==> config.mk <==
export PLATFORM = sky130hd
export DESIGN_NAME = raster_pixel_stream_unpacker_unit_flat
export DESIGN_NICKNAME = d
export VERILOG_FILES = /design/src/rtl/core/rpsu_pkg.sv /design/src/rtl/core/rpsu_stream_if.sv /design/src/rtl/core/rpsu_fmt.sv /design/src/rtl/core/rpsu_ctrl.sv /design/src/rtl/core/raster_pixel_stream_unpacker_unit.sv /design/src/flat_wrapper.sv
export SDC_FILE = /design/constraint.sdc
export NUM_CORES = 1
export LEC_CHECK = 0
export ABC_AREA = 0
export ABC_CLOCK_PERIOD_IN_PS = 4400
export BUFFER_PORTS_ARGS = -buffer_cell sky130_fd_sc_hd__buf_2
export CAP_MARGIN = 20
export CORE_MARGIN = 5
export CORE_UTILIZATION = 40
export CTS_CLUSTER_SIZE = 40
export DETAILED_ROUTE_END_ITERATION = 10
export SETUP_SLACK_MARGIN = 0.3
export SLEW_MARGIN = 20
export SYNTH_ARGS = -nofsm -noshare
export SYNTH_HDL_FRONTEND = slang
export SYNTH_SLANG_ARGS = --single-unit
==> constraint.sdc <==
create_clock -name clk_i -period 4.4 [get_ports clk_i]
set_input_delay 0.44 -clock clk_i [delete_from_list [all_inputs] [get_ports clk_i]]
set_output_delay 0.44 -clock clk_i [all_outputs]
set_load 0.05 [all_outputs]
==> src/rtl/core/rpsu_pkg.sv <==
// ----------------------------------------------------------------------------
// rpsu_pkg
// Shared types and codes for the raster pixel stream unpacker.
// ----------------------------------------------------------------------------
package rpsu_pkg;

  localparam logic [1:0] OP_START = 2'd0;
  localparam logic [1:0] OP_DATA  = 2'd1;
  localparam logic [1:0] OP_END   = 2'd2;
  localparam logic [1:0] OP_RSVD  = 2'd3;

  localparam logic [1:0] KIND_PIXEL = 2'd0;
  localparam logic [1:0] KIND_DONE  = 2'd1;
  localparam logic [1:0] KIND_BPP   = 2'd2;

  localparam logic [2:0] BPP_NONE = 3'd0;
  localparam logic [2:0] BPP_2    = 3'd2;
  localparam logic [2:0] BPP_3    = 3'd3;
  localparam logic [2:0] BPP_4    = 3'd4;

  localparam logic [2:0] HDR_BYTES = 3'd6;
  localparam logic [2:0] HDR_SAT   = 3'd7;

  localparam logic [7:0] ALPHA_OPAQUE = 8'hff;

  typedef struct packed {
    logic [1:0] op;
    logic [7:0] data_byte;
    logic       chunk_end;
  } item_t;

  typedef struct packed {
    logic [1:0]  kind;
    logic [15:0] pos_x;
    logic [15:0] pos_y;
    logic [31:0] argb;
    logic        row_done;
  } res_t;

  typedef struct packed {
    logic [23:0] px;
    logic        hi_color;
  } fmt_req_t;

endpackage

==> src/rtl/core/rpsu_stream_if.sv <==
// ----------------------------------------------------------------------------
// rpsu_stream_if
// Valid/ready channels for stream input requests and result requests.
// ----------------------------------------------------------------------------
interface rpsu_in_if;
  logic       valid;
  logic       ready;
  logic [1:0] op;
  logic [7:0] data_byte;
  logic       chunk_end;

  modport source (output valid, output op, output data_byte, output chunk_end,
                  input ready);
  modport sink   (input valid, input op, input data_byte, input chunk_end,
                  output ready);
endinterface

interface rpsu_out_if;
  logic        valid;
  logic        ready;
  logic [1:0]  kind;
  logic [15:0] pos_x;
  logic [15:0] pos_y;
  logic [31:0] argb;
  logic        row_done;

  modport source (output valid, output kind, output pos_x, output pos_y,
                  output argb, output row_done, input ready);
  modport sink   (input valid, input kind, input pos_x, input pos_y,
                  input argb, input row_done, output ready);
endinterface

==> src/rtl/core/rpsu_fmt.sv <==
// ----------------------------------------------------------------------------
// rpsu_fmt
// Converts an assembled pixel word into opaque ARGB.
// ----------------------------------------------------------------------------
module rpsu_fmt (
  input  rpsu_pkg::fmt_req_t req_i,
  output logic [31:0]        argb_o
);
  import rpsu_pkg::*;

  logic [7:0] red;
  logic [7:0] green;
  logic [7:0] blue;

  always_comb begin
    if (req_i.hi_color) begin
      // 5-5-5 word, each channel widened by a left shift
      red   = {req_i.px[4:0], 3'b000};
      green = {req_i.px[9:5], 3'b000};
      blue  = {req_i.px[14:10], 3'b000};
    end else begin
      red   = req_i.px[7:0];
      green = req_i.px[15:8];
      blue  = req_i.px[23:16];
    end
    argb_o = {ALPHA_OPAQUE, red, green, blue};
  end

endmodule

==> src/rtl/core/rpsu_ctrl.sv <==
// ----------------------------------------------------------------------------
// rpsu_ctrl
// Frame state: header capture, pixel byte assembly and x/y position.
// ----------------------------------------------------------------------------
module rpsu_ctrl (
  input  logic            clk_i,
  input  logic            rst_ni,
  input  logic            en_i,
  input  rpsu_pkg::item_t item_i,
  output logic            res_vld_o,
  output rpsu_pkg::res_t  res_o
);
  import rpsu_pkg::*;

  logic        active_q, active_d;
  logic        hdr_vld_q, hdr_vld_d;
  logic [2:0]  hdr_cnt_q, hdr_cnt_d;
  logic [47:0] hdr_sh_q, hdr_sh_d;
  logic [15:0] width_q, width_d;
  logic [15:0] height_q, height_d;
  logic [2:0]  bpp_q, bpp_d;
  logic [1:0]  phase_q, phase_d;
  logic [23:0] acc_q, acc_d;
  logic [15:0] col_q, col_d;
  logic [15:0] row_q, row_d;

  logic [47:0] hdr_new;
  logic [2:0]  cnt_inc;
  logic [12:0] bpp_raw;
  logic [23:0] acc_new;
  logic [16:0] col_inc;
  logic [16:0] row_inc;
  logic        bpp_ok;
  logic        more_bytes;
  fmt_req_t    fmt_req;
  logic [31:0] argb;

  assign hdr_new    = {hdr_sh_q[39:0], item_i.data_byte};
  assign cnt_inc    = (hdr_cnt_q == HDR_SAT) ? HDR_SAT : hdr_cnt_q + 3'd1;
  assign bpp_raw    = hdr_new[47:35];
  assign acc_new    = acc_q | ({16'd0, item_i.data_byte} << {phase_q, 3'b000});
  assign col_inc    = {1'b0, col_q} + 17'd1;
  assign row_inc    = {1'b0, row_q} + 17'd1;
  assign bpp_ok     = (bpp_q == BPP_2) || (bpp_q == BPP_3) || (bpp_q == BPP_4);
  assign more_bytes = ({1'b0, phase_q} + 3'd1) < bpp_q;

  assign fmt_req.px       = acc_new;
  assign fmt_req.hi_color = (bpp_q == BPP_2);

  rpsu_fmt u_fmt (
    .req_i  (fmt_req),
    .argb_o (argb)
  );

  always_comb begin
    active_d  = active_q;
    hdr_vld_d = hdr_vld_q;
    hdr_cnt_d = hdr_cnt_q;
    hdr_sh_d  = hdr_sh_q;
    width_d   = width_q;
    height_d  = height_q;
    bpp_d     = bpp_q;
    phase_d   = phase_q;
    acc_d     = acc_q;
    col_d     = col_q;
    row_d     = row_q;
    res_vld_o = 1'b0;
    res_o     = '0;
    if (en_i) begin
      case (item_i.op)
        OP_START: begin
          active_d  = 1'b1;
          hdr_vld_d = 1'b0;
          hdr_cnt_d = '0;
          hdr_sh_d  = '0;
          phase_d   = '0;
          acc_d     = '0;
          col_d     = '0;
          row_d     = '0;
        end
        OP_END: begin
          active_d   = 1'b0;
          res_vld_o  = 1'b1;
          res_o.kind = KIND_DONE;
        end
        OP_DATA: begin
          if (active_q && !hdr_vld_q) begin
            hdr_sh_d  = hdr_new;
            hdr_cnt_d = cnt_inc;
            if (item_i.chunk_end) begin
              hdr_cnt_d = '0;
              if (cnt_inc == HDR_BYTES) begin
                width_d   = hdr_new[31:16];
                height_d  = hdr_new[15:0];
                hdr_vld_d = 1'b1;
                phase_d   = '0;
                acc_d     = '0;
                if (bpp_raw == 13'd2 || bpp_raw == 13'd3 || bpp_raw == 13'd4) begin
                  bpp_d = bpp_raw[2:0];
                end else begin
                  bpp_d      = BPP_NONE;
                  res_vld_o  = 1'b1;
                  res_o.kind = KIND_BPP;
                end
              end
            end
          end else if (active_q && bpp_ok) begin
            if (more_bytes) begin
              acc_d   = acc_new;
              phase_d = phase_q + 2'd1;
            end else begin
              phase_d        = '0;
              acc_d          = '0;
              res_vld_o      = 1'b1;
              res_o.kind     = KIND_PIXEL;
              res_o.pos_x    = col_q;
              res_o.pos_y    = row_q;
              res_o.argb     = argb;
              col_d          = col_inc[15:0];
              if (col_inc >= {1'b0, width_q}) begin
                col_d          = '0;
                res_o.row_done = 1'b1;
                row_d          = (row_inc >= {1'b0, height_q}) ? 16'd0 : row_inc[15:0];
              end
            end
          end
        end
        default: begin
        end
      endcase
    end
  end

  always_ff @(posedge clk_i or negedge rst_ni) begin
    if (!rst_ni) begin
      active_q  <= 1'b0;
      hdr_vld_q <= 1'b0;
      hdr_cnt_q <= '0;
      hdr_sh_q  <= '0;
      width_q   <= '0;
      height_q  <= '0;
      bpp_q     <= BPP_NONE;
      phase_q   <= '0;
      acc_q     <= '0;
      col_q     <= '0;
      row_q     <= '0;
    end else begin
      active_q  <= active_d;
      hdr_vld_q <= hdr_vld_d;
      hdr_cnt_q <= hdr_cnt_d;
      hdr_sh_q  <= hdr_sh_d;
      width_q   <= width_d;
      height_q  <= height_d;
      bpp_q     <= bpp_d;
      phase_q   <= phase_d;
      acc_q     <= acc_d;
      col_q     <= col_d;
      row_q     <= row_d;
    end
  end

`ifndef ASSERT_OFF
  a_bpp_legal: assert property (@(posedge clk_i) disable iff (!rst_ni)
    bpp_q == BPP_NONE || bpp_q == BPP_2 || bpp_q == BPP_3 || bpp_q == BPP_4)
    else $error("bytes per pixel holds an illegal value");
  a_phase_below_bpp: assert property (@(posedge clk_i) disable iff (!rst_ni)
    (hdr_vld_q && bpp_ok) |-> ({1'b0, phase_q} < bpp_q))
    else $error("byte phase ran past pixel size");
`endif

endmodule

==> src/rtl/core/raster_pixel_stream_unpacker_unit.sv <==
// An accepted request is held in the input register; its result, if any, is written
// into the result register when that register is empty or being taken.
// One request per cycle unless the result side stalls; input and result registers
// decouple the two sides. A request with no result still passes the input register.
// Reset (rst_ni low, asynchronous) clears all frame state and empties both registers.
// ----------------------------------------------------------------------------
// raster_pixel_stream_unpacker_unit
// Byte stream to ARGB pixel unpacker with frame header capture.
// ----------------------------------------------------------------------------
module raster_pixel_stream_unpacker_unit (
  input  logic clk_i,
  input  logic rst_ni,
  rpsu_in_if.sink    in_i,
  rpsu_out_if.source out_o
);
  import rpsu_pkg::*;

  item_t in_q;
  logic  in_vld_q, in_vld_d;
  res_t  out_q;
  logic  out_vld_q, out_vld_d;
  logic  adv;
  logic  res_vld;
  res_t  res;

  assign adv        = !out_vld_q || out_o.ready;
  assign in_i.ready = !in_vld_q || adv;

  rpsu_ctrl u_ctrl (
    .clk_i     (clk_i),
    .rst_ni    (rst_ni),
    .en_i      (in_vld_q && adv),
    .item_i    (in_q),
    .res_vld_o (res_vld),
    .res_o     (res)
  );

  always_comb begin
    in_vld_d  = in_vld_q;
    out_vld_d = out_vld_q;
    if (in_i.ready) begin
      in_vld_d = in_i.valid;
    end
    if (adv) begin
      out_vld_d = in_vld_q && res_vld;
    end
  end

  always_ff @(posedge clk_i or negedge rst_ni) begin
    if (!rst_ni) begin
      in_vld_q  <= 1'b0;
      out_vld_q <= 1'b0;
    end else begin
      in_vld_q  <= in_vld_d;
      out_vld_q <= out_vld_d;
    end
  end

  always_ff @(posedge clk_i) begin
    if (in_i.valid && in_i.ready) begin
      in_q.op        <= in_i.op;
      in_q.data_byte <= in_i.data_byte;
      in_q.chunk_end <= in_i.chunk_end;
    end
    if (adv && in_vld_q && res_vld) begin
      out_q <= res;
    end
  end

  assign out_o.valid    = out_vld_q;
  assign out_o.kind     = out_q.kind;
  assign out_o.pos_x    = out_q.pos_x;
  assign out_o.pos_y    = out_q.pos_y;
  assign out_o.argb     = out_q.argb;
  assign out_o.row_done = out_q.row_done;

`ifndef ASSERT_OFF
  a_stall_blocks_in: assert property (@(posedge clk_i) disable iff (!rst_ni)
    (in_vld_q && out_vld_q && !out_o.ready) |-> !in_i.ready)
    else $error("input taken while pending request is stalled");
  a_end_gives_done: assert property (@(posedge clk_i) disable iff (!rst_ni)
    (in_vld_q && adv && in_q.op == OP_END) |=> (out_vld_q && out_q.kind == KIND_DONE))
    else $error("end request produced no frame done");
  a_pixel_opaque: assert property (@(posedge clk_i) disable iff (!rst_ni)
    (out_vld_q && out_q.kind == KIND_PIXEL) |-> (out_q.argb[31:24] == ALPHA_OPAQUE))
    else $error("pixel result is not opaque");
  a_status_clean: assert property (@(posedge clk_i) disable iff (!rst_ni)
    (out_vld_q && out_q.kind != KIND_PIXEL) |->
      (out_q.argb == 32'd0 && out_q.pos_x == 16'd0 && out_q.pos_y == 16'd0 &&
       !out_q.row_done))
    else $error("status result carries pixel fields");
`endif

endmodule

==> src/flat_wrapper.sv <==
// flat-port wrapper written by rule: the top's interface ports become plain ports
module raster_pixel_stream_unpacker_unit_flat import rpsu_pkg::*;
  (clk_i, rst_ni, in_i_valid, in_i_op, in_i_data_byte, in_i_chunk_end, in_i_ready, out_o_valid, out_o_kind, out_o_pos_x, out_o_pos_y, out_o_argb, out_o_row_done, out_o_ready);
  rpsu_in_if in_i_i ();
  rpsu_out_if out_o_i ();
  input  logic clk_i;
  input  logic rst_ni;
  input wire logic [$bits(in_i_i.valid)-1:0] in_i_valid;
  input wire logic [$bits(in_i_i.op)-1:0] in_i_op;
  input wire logic [$bits(in_i_i.data_byte)-1:0] in_i_data_byte;
  input wire logic [$bits(in_i_i.chunk_end)-1:0] in_i_chunk_end;
  output wire logic [$bits(in_i_i.ready)-1:0] in_i_ready;
  output wire logic [$bits(out_o_i.valid)-1:0] out_o_valid;
  output wire logic [$bits(out_o_i.kind)-1:0] out_o_kind;
  output wire logic [$bits(out_o_i.pos_x)-1:0] out_o_pos_x;
  output wire logic [$bits(out_o_i.pos_y)-1:0] out_o_pos_y;
  output wire logic [$bits(out_o_i.argb)-1:0] out_o_argb;
  output wire logic [$bits(out_o_i.row_done)-1:0] out_o_row_done;
  input wire logic [$bits(out_o_i.ready)-1:0] out_o_ready;
  assign in_i_i.valid = in_i_valid;
  assign in_i_i.op = in_i_op;
  assign in_i_i.data_byte = in_i_data_byte;
  assign in_i_i.chunk_end = in_i_chunk_end;
  assign in_i_ready = in_i_i.ready;
  assign out_o_valid = out_o_i.valid;
  assign out_o_kind = out_o_i.kind;
  assign out_o_pos_x = out_o_i.pos_x;
  assign out_o_pos_y = out_o_i.pos_y;
  assign out_o_argb = out_o_i.argb;
  assign out_o_row_done = out_o_i.row_done;
  assign out_o_i.ready = out_o_ready;
  raster_pixel_stream_unpacker_unit u_core (.clk_i(clk_i), .rst_ni(rst_ni), .in_i(in_i_i), .out_o(out_o_i));
endmodule
==> results of run 1 <==
[stage by stage]
step | hold slack (ns) | utilization
4_1_cts | 0.07483 | 0.4700
3_3_place_gp | 0.4626 | 0.4362
5_1_grt | 0.07175 | 0.4706
3_5_place_dp | 0.4711 | 0.4362
2_1_floorplan | 0.1444 | -
6_report | 0.09627 | 0.4706
[where the power goes]
group / internal, W / switching [W] / total [W]
clock: 0.00124 / 0.000769 / 0.00201
combinational: 0.0000871 / 0.000184 / 0.000271
sequential: 0.00210 / 0.0000719 / 0.00217
total: 0.00343 / 0.00103 / 0.00446
[kinds of logic (layout without fill, tap and decap cells)]
group	after synthesis	in the layout
buffers and inverters	99	188
flip-flops	211	211
AO/OA/AOI/OAI	230	230
AND/OR/NAND/NOR	303	303
adder cells (fa/ha/maj)	43	43
multiplexers	2	2
XOR/XNOR	27	27
[cell type report]
cell class,count,area [um2]
clock buffer,36,716.9
clock inverter,7,97.59
fill,2298,12910
inverter,47,176.4
multi-input combinational,605,3897
sequential,211,5635
tap,324,405.4
timing repair buffer,98,549.3
[state kept, by name, indices dropped and copies added, names as in the netlist]
register / flops
u_core.u_ctrl.active_q: 1
u_core.u_ctrl.hdr_vld_q: 1
u_core.u_ctrl.acc_q: 24
u_core.out_o.valid: 1
u_core.out_o.row_done: 1
u_core.out_o.kind: 2
u_core.u_ctrl.hdr_sh_q: 40
u_core.in_q: 11
u_core.u_ctrl.col_q: 16
u_core.u_ctrl.bpp_q: 3
u_core.u_ctrl.row_q: 16
u_core.out_o.argb: 25
u_core.u_ctrl.phase_q: 2
u_core.in_vld_q: 1
u_core.out_o.pos_y: 16
u_core.u_ctrl.height_q: 16
u_core.u_ctrl.width_q: 16
u_core.u_ctrl.hdr_cnt_q: 3
u_core.out_o.pos_x: 16
[per-layer routing]
metal	vias up	wire length, um
met5	-	0
met4	0	376
met3	22	891
met2	136	9433
met1	3258	10670
li1	3420	-
[cells in the final DEF, fill, tap and decap left out, types with 13 or more instances in the layout]
master | synthesis | layout
buf_4 | 7 | 13
nor2_1 | 53 | 51
a211oi_1 | 18 | 18
clkbuf_16 | 0 | 25
and2_1 | 40 | 39
ha_1 | 43 | 43
inv_1 | 46 | 46
a22o_1 | 53 | 53
o21ai_0 | 60 | 60
buf_2 | 5 | 82
edfxtp_1 | 71 | 71
nand2_1 | 113 | 113
dfrtp_1 | 140 | 140
nand3_1 | 22 | 22
a21oi_1 | 50 | 50
xnor2_1 | 17 | 17
[critical path, cell delays in order, from the launching register on]
cell     delay [ns]
dfrtp_1        0.44
ha_1           0.26
and4_1         0.25
and4_1         0.30
nand3_1        0.11
xnor2_1        0.27
ha_1           0.31
a21oi_1        0.12
o21ai_0        0.10
a41oi_1        0.25
nand4_1        0.40
nor2_1         0.63
mux2_2         0.26
[what timing repair did]
item,4_1_cts,5_1_grt
setup buffers,0,1
setup endpoints to repair,0,9
hold buffers,1,0
gates resized for setup,0,3
endpoints found under the hold margin,4,0
[worst max-delay path by stage]
stage,startpoint,to,cells past startpoint
3_5_place_dp,u_core.u_ctrl.row_q[0]$_DFFE_PN0P_,u_core.u_ctrl.row_q[5]$_DFFE_PN0P_,14
6_report,u_core.u_ctrl.col_q[0]$_DFFE_PN0P_,u_core.u_ctrl.col_q[0]$_DFFE_PN0P_,12
2_1_floorplan,u_core.u_ctrl.phase_q[0]$_DFFE_PN0P_,u_core.out_o.argb[0]$_SDFFCE_PP0P_,7
5_1_grt,u_core.u_ctrl.col_q[0]$_DFFE_PN0P_,u_core.u_ctrl.col_q[0]$_DFFE_PN0P_,12
4_1_cts,u_core.u_ctrl.row_q[0]$_DFFE_PN0P_,u_core.u_ctrl.row_q[5]$_DFFE_PN0P_,14
3_3_place_gp,u_core.u_ctrl.row_q[0]$_DFFE_PN0P_,u_core.u_ctrl.row_q[5]$_DFFE_PN0P_,14
==> flow_summary_export.csv, run 1 <==
group,metric,value,unit
clock_network,h-tree-depth,1,
synthesis,synth_commonest_cells,"140 x dfrtp_1, 113 x nand2_1, 71 x edfxtp_1",
grt,track_usage,0.1497,
grt,grt_overflow,0,
hold_path,hp-class,"input port to flip-flop",
timing,fin_crit_sh,0.8543,
clock_network,cts-root-buf,"clkbuf_16",
floorplanning,rows,57,
grt,grt_pass1_vias,6714,
timing,tns,0,ns
critical_path,critPathRequiredTime,4.84,ns
placed_design,dpl.cell_count,1283,
synthesis,synth_area,9937,um2
synthesis,yosysTopAreaCell,"dfrtp_1",
finish,area_delta_synth_final,15.51,%
grt,grtUsageMet3,0.02546,
finish,fin_nets,1045,
grt,antenna_found_initial,0,
synthesis,synth.yosys.warnings,0,
route,wl_per_cell,16.09,um
finish,num_antenna_cells,0,
critical_path,r2r_cells,12,
grt,grtUsageMet2,0.2333,
timing,tightest_slew,0.8773,ns
grt,grt-busiest-layer,"met2",
route,drcViolationCount,0,
synthesis,synth_area_leaders,"dfrtp_1 35%, edfxtp_1 21%, ha_1 5.4%",
synthesis,synth-simple-area-share,0.1539,
route,antenna_left,0,
route,vias,6836,
timing,rsz0062_at_grt,"no",
job,cap_viol_max_count,0,
route,vias_per_cell,5.148,
synthesis,ys_seq_area_frac,0.5671,
finish,fin_cells,1328,
placed_design,hpwl,14.42,mm
outcome,status,"complete, no violations",
route,firstDrtPassIters,5,
critical_path,critPathLaunchType,"flip-flop",
placed_design,place.gp.congestion,0.8320,
timing,max_freq,266.0,MHz
clock_network,clock_path_buffers,3,
synthesis,yosys.cell_types.count,61,
clock_network,cts_num_sinks,211,
hold_path,worstHoldStart,"in_i_op[1]",
power_and_ir_drop,power_leakage,5.125,nW
timing,final-hold-violation-count,0,
synthesis,synth_edf_count,71,
critical_path,path_class,"flip-flop to flip-flop",
synthesis,synth-xor-area-share,0.02380,
critical_path,worst_r2r_endpoint,"u_core.u_ctrl.col_q[0]$_DFFE_PN0P_",
synthesis,synth.avg_cell_area,10.86,um2
critical_path,cp.arrival,4.20,ns
critical_path,r2r_slack,0.64,ns
critical_path,critPathMaxFanout,10,
synthesis,synth_compound_area_frac,0.1553,
timing,period_needed,3.759,ns
timing,fin_ws,0.6411,ns
grt,grt_pass1_wl,35.31,mm
placed_design,dp_slack,0.4616,ns
grt,grt_max_degree,83,
timing,clock_skew,0.01663,ns
finish,drive_gt1_frac,0.1534,
floorplanning,ioPinCount,84,
synthesis,muxShareOfSynthArea,0.002266,
floorplanning,die_h,167.6,um
clock_network,cts_buffers,24,
synthesis,synthesis.nets,973,
clock_network,cts_tree,"done",
clock_network,clkTransAtPathRegs,0.06,ns
power_and_ir_drop,finalPower,0.004456,W
clock_network,clkLatencyLatePin,0.51,ns
floorplanning,start_util,0.4074,
critical_path,r2r_start,"u_core.u_ctrl.col_q[0]$_DFFE_PN0P_",
synthesis,synth_top_family_by_area,"compound AO/OA/AOI/OAI gates",
finish,fin_area,11480,um2
power_and_ir_drop,vdd_drop_max,0.3101,mV
timing,setup_violations,0,
synthesis,ys_ff_latch,211,
synthesis,yosysMostFrequentCell,"dfrtp_1",
timing,slew_viol_final,0,
route,totalWireLength,21.37,mm
route,drt_iter0_drc,333,
hold_path,min_path_cells,1,
critical_path,cp-end-kind,"flip-flop",
floorplanning,core-area,24390,um2
floorplanning,dieArea,28090,um2
grt,met1_usage,0.2234,
timing,max_slew_margin,0.4137,
placed_design,io_buffers,83,
synthesis,synthCells,915,
hold_path,min_to,"u_core.in_q[10]$_DFFE_PP_",
placed_design,placed_area,10640,um2
synthesis,synth_fa_ha_area_frac,0.05414,
synthesis,async_flop_share,0.6635,
synthesis,synth_top_area_frac,0.3526,
power_and_ir_drop,power_density,388.2,nW/um2
floorplanning,die_w,167.6,um
synthesis,ys.flop_type,"dfrtp_1",
No activity file was read; power rests on OpenSTA's default activity.
==> run 2: changes to the inputs <==
--- a/config.mk
+++ b/config.mk
@@ -13,6 +13,7 @@
 export CORE_UTILIZATION = 40
 export CTS_CLUSTER_SIZE = 40
 export DETAILED_ROUTE_END_ITERATION = 10
+export GPL_TIMING_DRIVEN = 0
 export SETUP_SLACK_MARGIN = 0.3
 export SLEW_MARGIN = 20
 export SYNTH_ARGS = -nofsm -noshare
==> run 2 against run 1 <==
Sequential power barely moved. Non-clock buffer count rose by 41. Global-route usage rose by 0.53 points. Critical path type unchanged. Final cell count rose by 3.0%. Critical path depth rose by 4.
==> flow_summary_export.csv, run 2 (synthesized netlist as in run 1, its figures left out) <==
group,metric,value,unit
timing,tightest_slew,0.7791,ns
timing,slew_viol_final,0,
job,cap_viol_max_count,0,
critical_path,cpLargestDelayFamily,"simple AND/OR/NAND/NOR gates",
timing,period_needed,3.810,ns
timing,setup_violations,0,
finish,num_antenna_cells,0,
timing,rsz0062_at_grt,"no",
finish,fin_cells,1368,
power_and_ir_drop,power_leakage,5.200,nW
power_and_ir_drop,power_density,379.9,nW/um2
route,firstDrtPassIters,4,
finish,top_register,"u_core.u_ctrl.hdr_sh_q",
critical_path,critPathRequiredTime,4.78,ns
route,antenna_left,0,
placed_design,dp_slack,0.3945,ns
finish,fin_area,11640,um2
floorplanning,die_w,167.6,um
route,drt_iter0_drc,380,
timing,clock_skew,0.02247,ns
clock_network,cts_buffers,23,
critical_path,cp.arrival,4.19,ns
hold_path,worstHoldStart,"in_i_op[0]",
finish,fin_nets,1085,
grt,grt_max_degree,86,
placed_design,dpl.cell_count,1324,
critical_path,crit_buf_inv,3,
floorplanning,die_h,167.6,um
route,wl_per_cell,16.15,um
route,totalWireLength,22.10,mm
placed_design,hpwl,15.42,mm
grt,antenna_found_initial,0,
floorplanning,core-area,24390,um2
clock_network,clock_path_buffers,3,
finish,drive_gt1_frac,0.1580,
route,drcViolationCount,0,
critical_path,crit_slowest_cell,"dfrtp_2",
route,vias_per_cell,5.156,
placed_design,place.gp.congestion,0.8358,
clock_network,clkTransAtPathRegs,0.06,ns
timing,final-hold-violation-count,0,
hold_path,min_path_cells,1,
clock_network,clkLatencyLatePin,0.52,ns
critical_path,worst_r2r_endpoint,"u_core.u_ctrl.row_q[5]$_DFFE_PN0P_",
finish,area_delta_synth_final,17.10,%
critical_path,max_stage_delay,0.44,ns
timing,fin_ws,0.5903,ns
route,vias,7053,
critical_path,path_class,"flip-flop to flip-flop",
finish,final_common_cell,"dfrtp_1",
clock_network,cts-root-buf,"clkbuf_16",
grt,grt_pass1_wl,36.25,mm
clock_network,cts_tree,"done",
grt,grt_pass1_vias,6878,
timing,max_freq,262.5,MHz
timing,max_slew_margin,0.4771,
power_and_ir_drop,vdd_drop_max,0.2722,mV
floorplanning,ioPinCount,84,
finish,fin_util,0.4771,
critical_path,worstPathCellList,"ha_1 -> nand2_1 -> nor2_2 -> nand2_1 -> nor2_1 -> xnor2_1 -> inv_1 -> ha_1 -> nand4_1 -> or3_1 -> a211oi_1 -> or4_1 -> buf_2 -> nor4_4 -> buf_4 -> a221o_1",
grt,grt_overflow,0,
floorplanning,dieArea,28090,um2
clock_network,cts_num_sinks,211,
placed_design,placed_area,10830,um2
floorplanning,start_util,0.4074,
critical_path,r2r_slack,0.59,ns
critical_path,critPathMaxFanout,9,
critical_path,cp-end-kind,"flip-flop",
finish,largest_reg_flops,40,
placed_design,io_buffers,83,
timing,fin_crit_sh,0.8658,
clock_network,h-tree-depth,1,
hold_path,hp-class,"input port to flip-flop",
critical_path,critPathLaunchType,"flip-flop",
critical_path,r2r_cells,16,
critical_path,r2r_start,"u_core.u_ctrl.row_q[0]$_DFFE_PN0P_",
timing,hold_ws,0.09510,ns
finish,layout_common_cells,"139 x dfrtp_1, 113 x nand2_1, 87 x buf_2, 71 x edfxtp_1, 60 x o21ai_0",
grt,track_usage,0.1550,
floorplanning,rows,57,
outcome,status,"complete, no violations",
hold_path,min_to,"u_core.in_q[9]$_DFFE_PP_",
## run 2: timing repair
| action | in CTS | in global routing |
|---|---|---|
| resized for setup | 0 | 5 |
| buffers inserted | 0 | 1 |
| hold buffers | 1 | 0 |
| endpoints found under the hold margin | 84 | 0 |
| setup endpoints to repair | 0 | 17 |
## run 2: worst max-delay path by stage
stage,end,cells after the start,slack (ns),from
after CTS,u_core.u_ctrl.row_q[9]$_DFFE_PN0P_,15,0.37,u_core.u_ctrl.row_q[0]$_DFFE_PN0P_
after floorplan,u_core.out_o.argb[0]$_SDFFCE_PP0P_,7,0.98,u_core.u_ctrl.phase_q[0]$_DFFE_PN0P_
after global routing,u_core.u_ctrl.row_q[5]$_DFFE_PN0P_,16,0.32,u_core.u_ctrl.row_q[1]$_DFFE_PN0P_
after global placement,u_core.out_o.pos_x[14]$_SDFFCE_PP0P_,7,-0.16,u_core.in_q[10]$_DFFE_PP_
final,u_core.u_ctrl.row_q[5]$_DFFE_PN0P_,16,0.59,u_core.u_ctrl.row_q[0]$_DFFE_PN0P_
after detailed placement,u_core.u_ctrl.row_q[5]$_DFFE_PN0P_,15,0.39,u_core.u_ctrl.row_q[0]$_DFFE_PN0P_
## run 2: metrics by stage
step / setup TNS [ns] / power, W
2_1_floorplan: 0 / 0.002373
3_3_place_gp: -8.551 / 0.002486
3_5_place_dp: 0 / 0.002494
4_1_cts: 0 / 0.004472
5_1_grt: 0 / 0.004577
6_report: 0 / 0.004421
## run 2: area by class of cell
cell class | count | area [um2]
Buffer | 52 | 256.5
Clock buffer | 31 | 656.9
Clock inverter | 11 | 122.6
Fill cell | 2303 | 12750
Inverter | 47 | 176.4
Multi-Input combinational cell | 605 | 3884
Sequential cell | 211 | 5637
Tap cell | 324 | 405.4
Timing Repair Buffer | 87 | 498.0
## run 2: per-layer routing
metal / GRT usage / wire [um] / vias up
li1: - / - / 3487
met1: 0.2268 / 10780 / 3381
met2: 0.2438 / 9817 / 151
met3: 0.02711 / 1041 / 34
met4: 0.03317 / 454 / 0
met5: 0 / 0 / -
## run 2: power breakdown
part           internal [W]  switching (W)  total (W)
Combinational     0.0000919       0.000198   0.000290
Sequential          0.00210      0.0000653    0.00217
Clock               0.00117       0.000789    0.00196
==> run 3: changes to the inputs <==
--- a/config.mk
+++ b/config.mk
@@ -8,8 +8,8 @@
 export ABC_AREA = 0
 export ABC_CLOCK_PERIOD_IN_PS = 4400
 export BUFFER_PORTS_ARGS = -buffer_cell sky130_fd_sc_hd__buf_2
-export CAP_MARGIN = 20
-export CORE_MARGIN = 5
+export CAP_MARGIN = 25
+export CORE_MARGIN = 3
 export CORE_UTILIZATION = 40
 export CTS_CLUSTER_SIZE = 40
 export DETAILED_ROUTE_END_ITERATION = 10
==> constraint.sdc (replaced) <==
create_clock -name clk_i -period 4.4 [get_ports clk_i]
set_input_delay 0.44 -clock clk_i [delete_from_list [all_inputs] [get_ports clk_i]]
set_output_delay 0.44 -clock clk_i [all_outputs]
set_load 0.02 [all_outputs]
==> run 3 against run 2 <==
Clock-buffer cell count grew 3. Setup slack gained 0.023 ns. Final area grew 0.41%. Clock power grew 5%. Total power grew 1.1%. Register-to-register slack gained 0.02 ns. Largest cell class unchanged. Non-clock buffer count grew 1. Wire length is essentially flat. Sequential power is essentially flat. Worst hold slack gained 0.0026 ns.
==> flow_summary_export.csv, run 3 (synthesized netlist as in run 1, its figures left out) <==
group,metric,value,unit
outcome,status,"complete, no violations",
clock_network,cts_num_sinks,211,
finish,n_fill_cell,2276,
timing,period_needed,3.787,ns
clock_network,cts_buffers,23,
critical_path,critPathLaunchType,"flip-flop",
floorplanning,ioPinCount,84,
route,vias,7080,
timing,max_freq,264.1,MHz
placed_design,io_buffers,83,
grt,grt_max_degree,97,
grt,grt_pass1_vias,6938,
floorplanning,die_w,163.6,um
finish,fin_util,0.4790,
route,wl_per_cell,16.13,um
critical_path,max_stage_delay,0.44,ns
critical_path,cpLargestDelayFamily,"simple AND/OR/NAND/NOR gates",
timing,max_slew_margin,0.4841,
critical_path,path_class,"flip-flop to flip-flop",
route,totalWireLength,22.08,mm
route,vias_per_cell,5.172,
clock_network,clock_path_buffers,3,
power_and_ir_drop,power_density,382.3,nW/um2
critical_path,critPathRequiredTime,4.79,ns
timing,slew_viol_final,0,
floorplanning,dieArea,26770,um2
placed_design,place.gp.congestion,0.8215,
power_and_ir_drop,vdd_drop_max,0.2728,mV
critical_path,cp-end-kind,"flip-flop",
clock_network,clkLatencyLatePin,0.51,ns
floorplanning,die_h,163.6,um
finish,fin_nets,1086,
timing,clock_skew,0.01245,ns
critical_path,crit_buf_inv,3,
timing,setup_violations,0,
finish,area_delta_synth_final,17.58,%
critical_path,worstPathCellList,"ha_1 -> nand2_1 -> nor2_2 -> nand2_1 -> nor2_1 -> xnor2_1 -> inv_1 -> ha_1 -> nand4_1 -> or3_1 -> o311ai_1 -> or4_1 -> buf_2 -> nor4_4 -> buf_4 -> a221o_1",
grt,antenna_found_initial,1,
timing,tightest_slew,0.7687,ns
route,firstDrtPassIters,5,
clock_network,h-tree-depth,1,
finish,top_register,"u_core.u_ctrl.hdr_sh_q",
timing,fin_crit_sh,0.8606,
finish,largest_reg_flops,40,
clock_network,clkTransAtPathRegs,0.06,ns
critical_path,critPathMaxFanout,8,
floorplanning,rows,57,
hold_path,hp-class,"input port to flip-flop",
finish,layout_common_cells,"139 x dfrtp_1, 113 x nand2_1, 87 x buf_2, 71 x edfxtp_1, 60 x o21ai_0",
finish,multi_input_area,3877,um2
placed_design,hpwl,15.35,mm
clock_network,cts_tree,"done",
route,antenna_left,0,
critical_path,cp.arrival,4.17,ns
timing,rsz0062_at_grt,"no",
floorplanning,start_util,0.4074,
grt,grt_overflow,0,
finish,register_area,5637,um2
power_and_ir_drop,power_leakage,5.226,nW
finish,final_common_cell,"dfrtp_1",
grt,track_usage,0.1693,
route,drt_iter0_drc,402,
finish,drive_gt1_frac,0.1608,
timing,final-hold-violation-count,0,
floorplanning,core-area,24390,um2
route,drcViolationCount,0,
critical_path,crit_slowest_cell,"dfrtp_2",
grt,grt_pass1_wl,36.65,mm
clock_network,cts-root-buf,"clkbuf_16",
timing,tns,0,ns
job,cap_viol_max_count,0,
finish,num_antenna_cells,0,
## run 3: final cells by class
| cell class | count | area share |
|---|---|---|
| inverters | 47 | 0.01510 |
| plain buffers | 52 | 0.02195 |
| multi-input cells | 605 | 0.3319 |
| clock buffers | 34 | 0.06243 |
| well taps | 324 | 0.03470 |
| clock inverters | 8 | 0.008246 |
| repair buffers | 88 | 0.04326 |
| flip-flops and latches | 211 | 0.4824 |
## run 3: routing by layer
metal / up-vias / GRT usage / share of wire
li1: 3507 / - / -
met1: 3352 / 0.2472 / 0.48
met2: 183 / 0.2628 / 0.45
met3: 38 / 0.02587 / 0.049
met4: 0 / 0.04767 / 0.023
met5: - / 0 / 0
## run 3: timing repair
action | 4_1_cts | 5_1_grt
hold buffers | 1 | 0
endpoints found under the hold margin | 44 | 0
endpoints found under the setup margin | 0 | 19
resized for setup | 0 | 5
buffers inserted | 0 | 2
## run 3: worst paths after layout
| kind | slack (ns) | start | to | cells past startpoint |
|---|---|---|---|---|
| worst max-delay path | 0.61 | u_core.u_ctrl.row_q[0]$_DFFE_PN0P_ | u_core.u_ctrl.row_q[5]$_DFFE_PN0P_ | 16 |
| worst min-delay path | 0.1 | in_i_data_byte[2] | u_core.in_q[3]$_DFFE_PP_ | 1 |
| worst max register to register | 0.61 | u_core.u_ctrl.row_q[0]$_DFFE_PN0P_ | u_core.u_ctrl.row_q[5]$_DFFE_PN0P_ | 16 |
| worst min register to register | 0.48 | u_core.u_ctrl.acc_q[11]$_DFFE_PN0P_ | u_core.u_ctrl.acc_q[11]$_DFFE_PN0P_ | 2 |
| max in group asynchronous | 3.16 | rst_ni | u_core.u_ctrl.row_q[0]$_DFFE_PN0P_ | 3 |
| min in group asynchronous | 0.41 | rst_ni | u_core.u_ctrl.acc_q[9]$_DFFE_PN0P_ | 2 |
## run 3: metrics by stage
stage / std cells / worst slack, ns / hold slack (ns) / instance area (um2) / total power [W]
2_1_floorplan: 915 / 0.9768 / 0.1444 / 9937 / 0.002335
3_3_place_gp: 1322 / -0.1629 / 0.4632 / 10760 / 0.002447
3_5_place_dp: 1324 / 0.3676 / 0.3656 / 10830 / 0.002456
4_1_cts: 1367 / 0.3529 / 0.07746 / 11660 / 0.004509
5_1_grt: 1369 / 0.3201 / 0.07965 / 11680 / 0.004628
6_report: 1369 / 0.6133 / 0.09767 / 11680 / 0.004467
## run 3: where the power goes
group	switching, W	internal [W]	leakage (nW)
sequential	0.0000642	0.00210	2.39
clock	0.000785	0.00127	0.409
combinational	0.000160	0.0000918	2.42
